### config.mk
export PLATFORM = sky130hd
export DESIGN_NAME = websocket_frame_receiver_unmasker
export DESIGN_NICKNAME = d
export VERILOG_FILES = /design/src/rtl/core/wsfr_pkg.sv /design/src/rtl/core/websocket_frame_receiver_unmasker.sv /design/src/rtl/core/wsfr_parser.sv /design/src/rtl/core/wsfr_rsp_fifo.sv
export SDC_FILE = /design/constraint.sdc
export NUM_CORES = 1
export LEC_CHECK = 0
export BUFFER_PORTS_ARGS = -buffer_cell sky130_fd_sc_hd__buf_2
export CORE_AREA = 2 2 158 160
export DETAILED_ROUTE_END_ITERATION = 7
export DIE_AREA = 0 0 160 162
export PLACE_DENSITY_LB_ADDON = 0.25
export SLEW_MARGIN = 25
export SYNTH_ARGS = -nofsm -noshare
export SYNTH_HDL_FRONTEND = slang
export SYNTH_SLANG_ARGS = --single-unit
export TNS_END_PERCENT = 20
### constraint.sdc
create_clock -name clock -period 13.6 [get_ports clock]
set_clock_uncertainty 0.1 [all_clocks]
set_input_delay 1.36 -clock clock [delete_from_list [all_inputs] [get_ports clock]]
set_output_delay 1.36 -clock clock [all_outputs]
set_load 0.01 [all_outputs]
### src/rtl/core/wsfr_pkg.sv
// shared types and constants of the websocket frame receiver and unmasker
`default_nettype none

package wsfr_pkg;

   localparam int LENGTH_COUNTER_BITS = 64;

   localparam logic [3:0] OP_TEXT  = 4'h1;
   localparam logic [3:0] OP_CLOSE = 4'h8;

   localparam logic [6:0] LEN_DIRECT_MAX = 7'd125;
   localparam logic [6:0] LEN_EXT16      = 7'd126;
   localparam logic [6:0] LEN_EXT64      = 7'd127;

   localparam logic [2:0] EXT16_BYTES_M1 = 3'd1;
   localparam logic [2:0] EXT64_BYTES_M1 = 3'd7;
   localparam logic [2:0] KEY_BYTES_M1   = 3'd3;

   typedef enum logic [1:0] {
      KIND_BYTE  = 2'd0,
      KIND_EMPTY = 2'd1,
      KIND_CLOSE = 2'd2,
      KIND_OTHER = 2'd3
   } kind_type;

   typedef enum logic [6:0] {
      PH_HDR0   = 7'b0000001,
      PH_HDR1   = 7'b0000010,
      PH_EXT    = 7'b0000100,
      PH_KEY    = 7'b0001000,
      PH_TEXT   = 7'b0010000,
      PH_SKIP   = 7'b0100000,
      PH_CLOSED = 7'b1000000
   } phase_type;

   typedef struct packed {
      kind_type   kind;
      logic [7:0] payload_byte;
      logic [3:0] frame_opcode;
      logic       last;
   } result_type;

endpackage

`default_nettype wire

### src/rtl/core/websocket_frame_receiver_unmasker.sv
// top level of the websocket frame receiver and unmasker
//
// channel   direction  word
// req_      in         rx_byte
// rsp_      out        kind, payload_byte, frame_opcode, last
//
// one byte is accepted every cycle while req_ready is high, and a result
// appears on rsp_ the cycle after its byte is taken if no result waits.
// a two-entry result buffer keeps req_ready high while one result waits;
// req_ready drops only when both entries are full.
// synchronous reset returns the parser to waiting for a frame header.
`default_nettype none

module websocket_frame_receiver_unmasker (
   input  wire logic        clock,
   input  wire logic        reset,
   input  wire logic        req_valid,
   output logic             req_ready,
   input  wire logic [7:0]  req_rx_byte,
   output logic             rsp_valid,
   input  wire logic        rsp_ready,
   output logic [1:0]       rsp_kind,
   output logic [7:0]       rsp_payload_byte,
   output logic [3:0]       rsp_frame_opcode,
   output logic             rsp_last
);

   logic                 accept;
   logic                 res_valid;
   wsfr_pkg::result_type res_word;
   wsfr_pkg::result_type out_word;

   assign accept = req_valid & req_ready;

   wsfr_parser u_parser (
      .clock     (clock),
      .reset     (reset),
      .in_accept (accept),
      .in_byte   (req_rx_byte),
      .res_valid (res_valid),
      .res_word  (res_word)
   );

   wsfr_rsp_fifo u_rsp_fifo (
      .clock     (clock),
      .reset     (reset),
      .push      (res_valid),
      .push_word (res_word),
      .has_space (req_ready),
      .out_valid (rsp_valid),
      .out_ready (rsp_ready),
      .out_word  (out_word)
   );

   assign rsp_kind = out_word.kind;
   assign rsp_payload_byte = out_word.payload_byte;
   assign rsp_frame_opcode = out_word.frame_opcode;
   assign rsp_last = out_word.last;

endmodule

`default_nettype wire

### src/rtl/core/wsfr_parser.sv
// frame header parser, length counter and payload unmasking
`default_nettype none

module wsfr_parser (
   input  wire logic                  clock,
   input  wire logic                  reset,
   input  wire logic                  in_accept,
   input  wire logic [7:0]            in_byte,
   output logic                       res_valid,
   output wsfr_pkg::result_type       res_word
);

   localparam int LB = wsfr_pkg::LENGTH_COUNTER_BITS;

   wsfr_pkg::phase_type phase_ff, phase_in;
   logic [3:0]          opcode_ff, opcode_in;
   logic                mask_ff, mask_in;
   logic [LB-1:0]       rem_ff, rem_in;
   logic [2:0]          count_ff, count_in;
   logic [31:0]         key_ff, key_in;
   logic [1:0]          index_ff, index_in;

   logic       len_done;
   logic       hdr_done;
   logic       res_v;
   logic [6:0] len7;
   logic [7:0] key_byte;

   assign len7 = in_byte[6:0];

   always_comb begin
      case (index_ff)
         2'd0:    key_byte = key_ff[31:24];
         2'd1:    key_byte = key_ff[23:16];
         2'd2:    key_byte = key_ff[15:8];
         default: key_byte = key_ff[7:0];
      endcase
   end

   always_comb begin
      phase_in = phase_ff;
      opcode_in = opcode_ff;
      mask_in = mask_ff;
      rem_in = rem_ff;
      count_in = count_ff;
      key_in = key_ff;
      index_in = index_ff;
      len_done = 1'b0;
      hdr_done = 1'b0;
      res_v = 1'b0;
      res_word.kind = wsfr_pkg::KIND_BYTE;
      res_word.payload_byte = 8'h00;
      res_word.frame_opcode = opcode_ff;
      res_word.last = 1'b0;

      unique case (phase_ff)
         wsfr_pkg::PH_HDR0: begin
            opcode_in = in_byte[3:0];
            phase_in = wsfr_pkg::PH_HDR1;
         end
         wsfr_pkg::PH_HDR1: begin
            mask_in = in_byte[7];
            key_in = 32'h0;
            if (len7 <= wsfr_pkg::LEN_DIRECT_MAX) begin
               rem_in = {{(LB-7){1'b0}}, len7};
               len_done = 1'b1;
            end else begin
               rem_in = '0;
               count_in = (len7 == wsfr_pkg::LEN_EXT16) ? wsfr_pkg::EXT16_BYTES_M1
                                                       : wsfr_pkg::EXT64_BYTES_M1;
               phase_in = wsfr_pkg::PH_EXT;
            end
         end
         wsfr_pkg::PH_EXT: begin
            rem_in = {rem_ff[LB-9:0], in_byte};
            if (count_ff == 3'd0) begin
               len_done = 1'b1;
            end else begin
               count_in = count_ff - 3'd1;
            end
         end
         wsfr_pkg::PH_KEY: begin
            key_in = {key_ff[23:0], in_byte};
            if (count_ff == 3'd0) begin
               hdr_done = 1'b1;
            end else begin
               count_in = count_ff - 3'd1;
            end
         end
         wsfr_pkg::PH_TEXT: begin
            index_in = index_ff + 2'd1;
            rem_in = rem_ff - {{(LB-1){1'b0}}, 1'b1};
            res_v = 1'b1;
            res_word.kind = wsfr_pkg::KIND_BYTE;
            res_word.payload_byte = in_byte ^ key_byte;
            if (rem_in == '0) begin
               phase_in = wsfr_pkg::PH_HDR0;
               res_word.last = 1'b1;
            end
         end
         wsfr_pkg::PH_SKIP: begin
            rem_in = rem_ff - {{(LB-1){1'b0}}, 1'b1};
            if (rem_in == '0) begin
               phase_in = wsfr_pkg::PH_HDR0;
            end
         end
         wsfr_pkg::PH_CLOSED: begin
         end
         default: begin
            phase_in = wsfr_pkg::PH_HDR0;
         end
      endcase

      // length field finished: mask key next, or header complete
      if (len_done) begin
         if (mask_in) begin
            count_in = wsfr_pkg::KEY_BYTES_M1;
            key_in = 32'h0;
            phase_in = wsfr_pkg::PH_KEY;
         end else begin
            hdr_done = 1'b1;
         end
      end

      if (hdr_done) begin
         index_in = 2'd0;
         if (opcode_ff == wsfr_pkg::OP_TEXT) begin
            if (rem_in == '0) begin
               phase_in = wsfr_pkg::PH_HDR0;
               res_v = 1'b1;
               res_word.kind = wsfr_pkg::KIND_EMPTY;
               res_word.last = 1'b1;
            end else begin
               phase_in = wsfr_pkg::PH_TEXT;
            end
         end else if (opcode_ff == wsfr_pkg::OP_CLOSE) begin
            phase_in = wsfr_pkg::PH_CLOSED;
            res_v = 1'b1;
            res_word.kind = wsfr_pkg::KIND_CLOSE;
            res_word.last = 1'b1;
         end else begin
            phase_in = (rem_in == '0) ? wsfr_pkg::PH_HDR0 : wsfr_pkg::PH_SKIP;
            res_v = 1'b1;
            res_word.kind = wsfr_pkg::KIND_OTHER;
            res_word.last = 1'b1;
         end
      end
   end

   assign res_valid = in_accept & res_v;

   always_ff @(posedge clock) begin
      if (reset) begin
         phase_ff <= wsfr_pkg::PH_HDR0;
         opcode_ff <= 4'h0;
         mask_ff <= 1'b0;
         rem_ff <= '0;
         count_ff <= 3'd0;
         key_ff <= 32'h0;
         index_ff <= 2'd0;
      end else if (in_accept) begin
         phase_ff <= phase_in;
         opcode_ff <= opcode_in;
         mask_ff <= mask_in;
         rem_ff <= rem_in;
         count_ff <= count_in;
         key_ff <= key_in;
         index_ff <= index_in;
      end
   end

endmodule

`default_nettype wire

### src/rtl/core/wsfr_rsp_fifo.sv
// two-entry result buffer between parser and result channel
`default_nettype none

module wsfr_rsp_fifo (
   input  wire logic                  clock,
   input  wire logic                  reset,
   input  wire logic                  push,
   input  wire wsfr_pkg::result_type  push_word,
   output logic                       has_space,
   output logic                       out_valid,
   input  wire logic                  out_ready,
   output wsfr_pkg::result_type       out_word
);

   wsfr_pkg::result_type entry_ff [2];
   logic [1:0] count_ff, count_in;
   logic       rd_ff, wr_ff;
   logic       pop;

   assign has_space = (count_ff != 2'd2);
   assign out_valid = (count_ff != 2'd0);
   assign out_word = entry_ff[rd_ff];
   assign pop = out_valid & out_ready;

   always_comb begin
      count_in = count_ff;
      if (push && !pop) begin
         count_in = count_ff + 2'd1;
      end else if (pop && !push) begin
         count_in = count_ff - 2'd1;
      end
   end

   always_ff @(posedge clock) begin
      if (push) begin
         entry_ff[wr_ff] <= push_word;
      end
   end

   always_ff @(posedge clock) begin
      if (reset) begin
         count_ff <= 2'd0;
         rd_ff <= 1'b0;
         wr_ff <= 1'b0;
      end else begin
         count_ff <= count_in;
         if (push) begin
            wr_ff <= ~wr_ff;
         end
         if (pop) begin
            rd_ff <= ~rd_ff;
         end
      end
   end

endmodule

`default_nettype wire

==> results_tabular.tex <==
\begin{tabular}{lr}
\hline
Metric & Value \\
\hline
\multicolumn{2}{l}{\textbf{Run status}} \\
\quad Result of the run & finished, violations left \\
\quad Failing checks & design-rule violations \\
\multicolumn{2}{l}{\textbf{Timing}} \\
\quad Slew headroom & 31.7\% \\
\quad Ratio of final minimum period to clock period & 44.0\% \\
\quad Setup slack of the critical path after layout & 7.61 ns \\
\quad Final TNS setup & 0 ns \\
\quad RSZ-0062 raised after global routing & no \\
\quad Number of hold-slack violations in the final timing report & 0 \\
\quad Final Max Tran Viols & 0 \\
\quad Highest attainable clock frequency & 167 MHz \\
\quad Minimum clock period & 5.99 ns \\
\quad Count of final setup violators & 0 \\
\quad Slew @ Worst Pin & 1.01 ns \\
\multicolumn{2}{l}{\textbf{Pwr}} \\
\quad Peak supply drop & 0.0769 mV \\
\quad Relative contribution of combinational cells to total power & 34.9\% \\
\quad LEAKAGE & 3.49 nW \\
\quad Sw Share & 42.7\% \\
\quad Total Power Consumption & 0.00162 W \\
\quad Sequential Power Share & 35.4\% \\
\quad Switching component of the power & 0.000691 W \\
\quad Internal portion of total power & 0.000927 W \\
\quad Share of power burned in the clock network & 29.7\% \\
\quad Power density over the cells & 156 nW/um\^{}2 \\
\multicolumn{2}{l}{\textbf{Synthesis}} \\
\quad Dominant register cell in the synthesized netlist & dfxtp\_1 \\
\quad Fraction of post-synthesis cell area in the top cell type by area & 24.6\% \\
\quad Synth Cell Area & 9590 um\^{}2 \\
\quad Synth warnings & 0 \\
\quad Number of enable flip-flop cells after synthesis & 30 \\
\quad Top cells by area in the synthesized netlist & dfxtp\_1 25\%, edfxtp\_1 9.4\%, nor2\_1 6.9\%, clkbuf\_1 4.4\%, o21ai\_0 3.7\% \\
\quad Mean instance size in the synthesized netlist & 7.80 um\^{}2 \\
\quad Cell accounting for the most synthesized area & dfxtp\_1 \\
\quad Nets in the synthesized netlist & 1250 \\
\quad Share of synthesized area occupied by flip-flops and latches & 34.0\% \\
\quad Post-synth ARST share & 0\% \\
\quad Post-Syn Instances & 1229 \\
\quad Count of distinct cell types in the synthesized netlist & 76 \\
\quad FF+latch count, synth & 148 \\
\multicolumn{2}{l}{\textbf{GRT}} \\
\quad Largest net degree at the start of global routing & 76 \\
\quad Number of global-route vias before repair & 8836 \\
\quad Total gr overflow & 0 \\
\quad Antenna violations before repair & 0 \\
\quad All-Layer GR Usage & 25.9\% \\
\quad First-pass GRT wire length & 52900 um \\
\multicolumn{2}{l}{\textbf{Clocking}} \\
\quad Hold buffer count at CTS & 0 \\
\quad Maximum clock path buffer count & 2 \\
\quad H-tree lvl count & 4 \\
\quad TritonCTS clock tree & done \\
\quad Number of clock sinks & 148 \\
\quad Clock latency on the worst-skew pair & 0.44 ns \\
\quad Root buf cell & clkbuf\_16 \\
\quad Number of instances resized during post-cts repair & 0 \\
\quad Clock buffer count from CTS & 17 \\
\quad Register clock-pin slew on the reported worst setup and hold paths & 0.07 ns \\
\quad \# Post-CTS Setup Buffers & 0 \\
\multicolumn{2}{l}{\textbf{Route}} \\
\quad Routed length on met3 & 3430 um \\
\quad Top metal layer carrying routed signals & met4 \\
\quad Count of antenna-violating nets left after detailed routing & 0 \\
\quad Per-cell via count in the routed design & 6.54 \\
\quad First-pass DRT Iterations & 8 \\
\quad Drc violations & 16 \\
\quad Total number of vias & 9780 \\
\quad Sum of routed wire length over all layers & 34000 um \\
\quad Initial DRC count & 1610 \\
\quad Sum of met2 wire segment lengths after detailed routing & 14300 um \\
\quad Met1 wire length & 14700 um \\
\quad Post-DR wirelength/cell & 22.7 um \\
\multicolumn{2}{l}{\textbf{Floorplanning}} \\
\quad Cell Rows & 57 \\
\quad Area of the placeable core & 24100 um\^{}2 \\
\quad Die area & 25900 um\^{}2 \\
\quad Top-Level Pins & 29 \\
\quad Vertical extent of the die & 162 um \\
\quad Initial Util & 39.8\% \\
\quad Floorplan die width & 160 um \\
\multicolumn{2}{l}{\textbf{Cells and area}} \\
\quad Synth-to-Final Area Change & 7.99\% \\
\quad Count of nets after finishing & 1179 \\
\quad Fraction of layout cells with a size suffix above 1 & 9.99\% \\
\quad Count of placed standard cells in the final layout, fillers left out & 1495 \\
\quad End-of-flow core utilization & 42.9\% \\
\quad Count of antenna diodes in the layout & 0 \\
\quad Final-layout fill cell count & 2479 \\
\multicolumn{2}{l}{\textbf{Critical path}} \\
\quad Crit path required time & 13.57 ns \\
\quad CP Capture Type & register \\
\quad Cell chain of the critical path & inv\_1 -> ha\_1 -> nor3b\_1 -> nand4\_1 -> nor3\_1 -> a31oi\_1 -> nor3b\_1 -> nand4\_1 -> or3\_1 -> nor4\_1 -> nand2b\_1 -> a31oi\_4 -> and2\_1 \\
\quad Largest stage delay, worst path & 0.85 ns \\
\quad Data arrival time of the critical path & 5.96 ns \\
\quad Maximum net fanout on the critical path & 15 \\
\quad Critical-path cell with the highest stage delay & nor3\_1 \\
\quad Worst setup path category & register to register \\
\quad Crit start category & register \\
\multicolumn{2}{l}{\textbf{Flow run}} \\
\quad Number of violations of the max-capacitance limit & 0 \\
\multicolumn{2}{l}{\textbf{Placed design}} \\
\quad Quantity of I/O buffers inserted on ports & 28 \\
\quad \# placed instances & 1463 \\
\quad Pre-CTS setup slack & 7.81 ns \\
\quad Placed wire-length estimate after detailed placement & 23400 um \\
\quad Final weighted congestion in routability-driven placement & 1.05 \\
\multicolumn{2}{l}{\textbf{Min path}} \\
\quad Min-Delay Path Class & register to register \\
\hline
\end{tabular}
## cell usage in the layout (no fill, tap or decap), types with 9 or more instances in the layout
cell type,synthesis,layout
a211oi_1,33,33
a21oi_1,69,69
a221oi_1,11,11
a222oi_1,17,17
a22oi_1,47,47
a31oi_1,11,11
and2_1,11,10
buf_2,0,27
buf_4,1,13
clkbuf_16,0,17
dfxtp_1,118,118
edfxtp_1,30,30
ha_1,9,9
inv_1,13,13
mux2_2,17,17
nand2_1,81,81
nand2b_1,11,11
nand3_1,24,24
nand4_1,26,26
nor2_1,177,176
nor3_1,44,43
nor4_1,47,47
o21ai_0,71,71
o31ai_1,11,11
or3_1,14,13
or4_1,21,21
xnor2_1,38,38
xor2_1,17,17
## power by group through the flow
stage,Sequential (W),Clock (W),Combinational (W)
after global routing,0.000577,0.000505,0.000606
after global placement,0.000578,0,0.000551
final,0.000572,0.000480,0.000565
after CTS,0.000568,0.000489,0.000546
after floorplan,0.000509,0,0.000432
after detailed placement,0.000578,0,0.000543
## cell usage after synthesis, drive strengths merged, types with 12 or more instances
library cell	instances
a22oi	47
xor2	17
nand4	26
nand2	81
nor3	44
nand3	24
or4	24
edfxtp	30
o21ai	73
a31oi	12
a21oi	69
a222oi	17
a211oi	34
inv	13
or3	14
dfxtp	118
xnor2	38
buf	17
mux2	18
nor4	48
nor2	177
clkbuf	113
## state kept, by name, indices dropped and copies added, names as in the netlist, named ones only
register and count:
u_parser.count_ff 3, u_rsp_fifo.count_ff 2, u_rsp_fifo.wr_ff 1, u_parser.mask_ff 1, u_rsp_fifo.entry_ff 30, u_parser.opcode_ff 4
u_parser.phase_ff 7, u_rsp_fifo.rd_ff 1, u_parser.index_ff 2, u_parser.key_ff 32, u_parser.rem_ff 64
## cells by family after synthesis
group | share of synthesized area, %
XOR/XNOR | 5.03
adder cells (fa/ha/maj) | 1.17
multiplexers | 2.64
AND/OR/NAND/NOR | 26.8
AO/OA/AOI/OAI | 24.5
buffers and inverters | 5.80
flip-flops | 34.0
## area by class of cell
cell class	instances	area [um^2]	area share, %
inverters	13	48.8	0.471
flip-flops and latches	148	3260	31.5
repair buffers	40	233	2.25
clock buffers	17	425	4.11
multi-input cells	938	5800	56.0
well taps	324	405	3.92
clock inverters	15	180	1.74
## per-stage QoR
step / hold slack (ns) / area, um^2
after detailed placement: 0.367 / 9750
after floorplan: 0.349 / 9590
final: 0.380 / 10400
after global routing: 0.422 / 10400
after CTS: 0.379 / 10400
after global placement: 0.378 / 9740
## metal layers
metal / up-vias / GRT usage (%)
li1: 4467 / -
met1: 4585 / 36.4
met2: 609 / 37.7
met3: 119 / 6.15
met4: 0 / 11.8
met5: - / 0
## critical path, delay by kind of cell, from the launching register on
| family | cells | cell delay (ns) |
|---|---|---|
| adders and majority gates | 1 | 0.23 |
| buffers and inverters | 1 | 0.09 |
| AOI/OAI and AO/OA | 2 | 0.45 |
| DFF | 1 | 0.39 |
| and+or+nand+nor | 9 | 4.35 |
## worst paths after layout
kind / from / to / slack, ns / cells after the start
max reg2reg: u_parser.rem_ff[0] / u_rsp_fifo.entry_ff[0][13] / 7.61 / 13
min: u_parser.count_ff[0] / u_parser.count_ff[0] / 0.38 / 1
max: u_parser.rem_ff[0] / u_rsp_fifo.entry_ff[0][13] / 7.61 / 13
min reg2reg: u_parser.count_ff[0] / u_parser.count_ff[0] / 0.38 / 1
(Power assumes the default switching activity.)
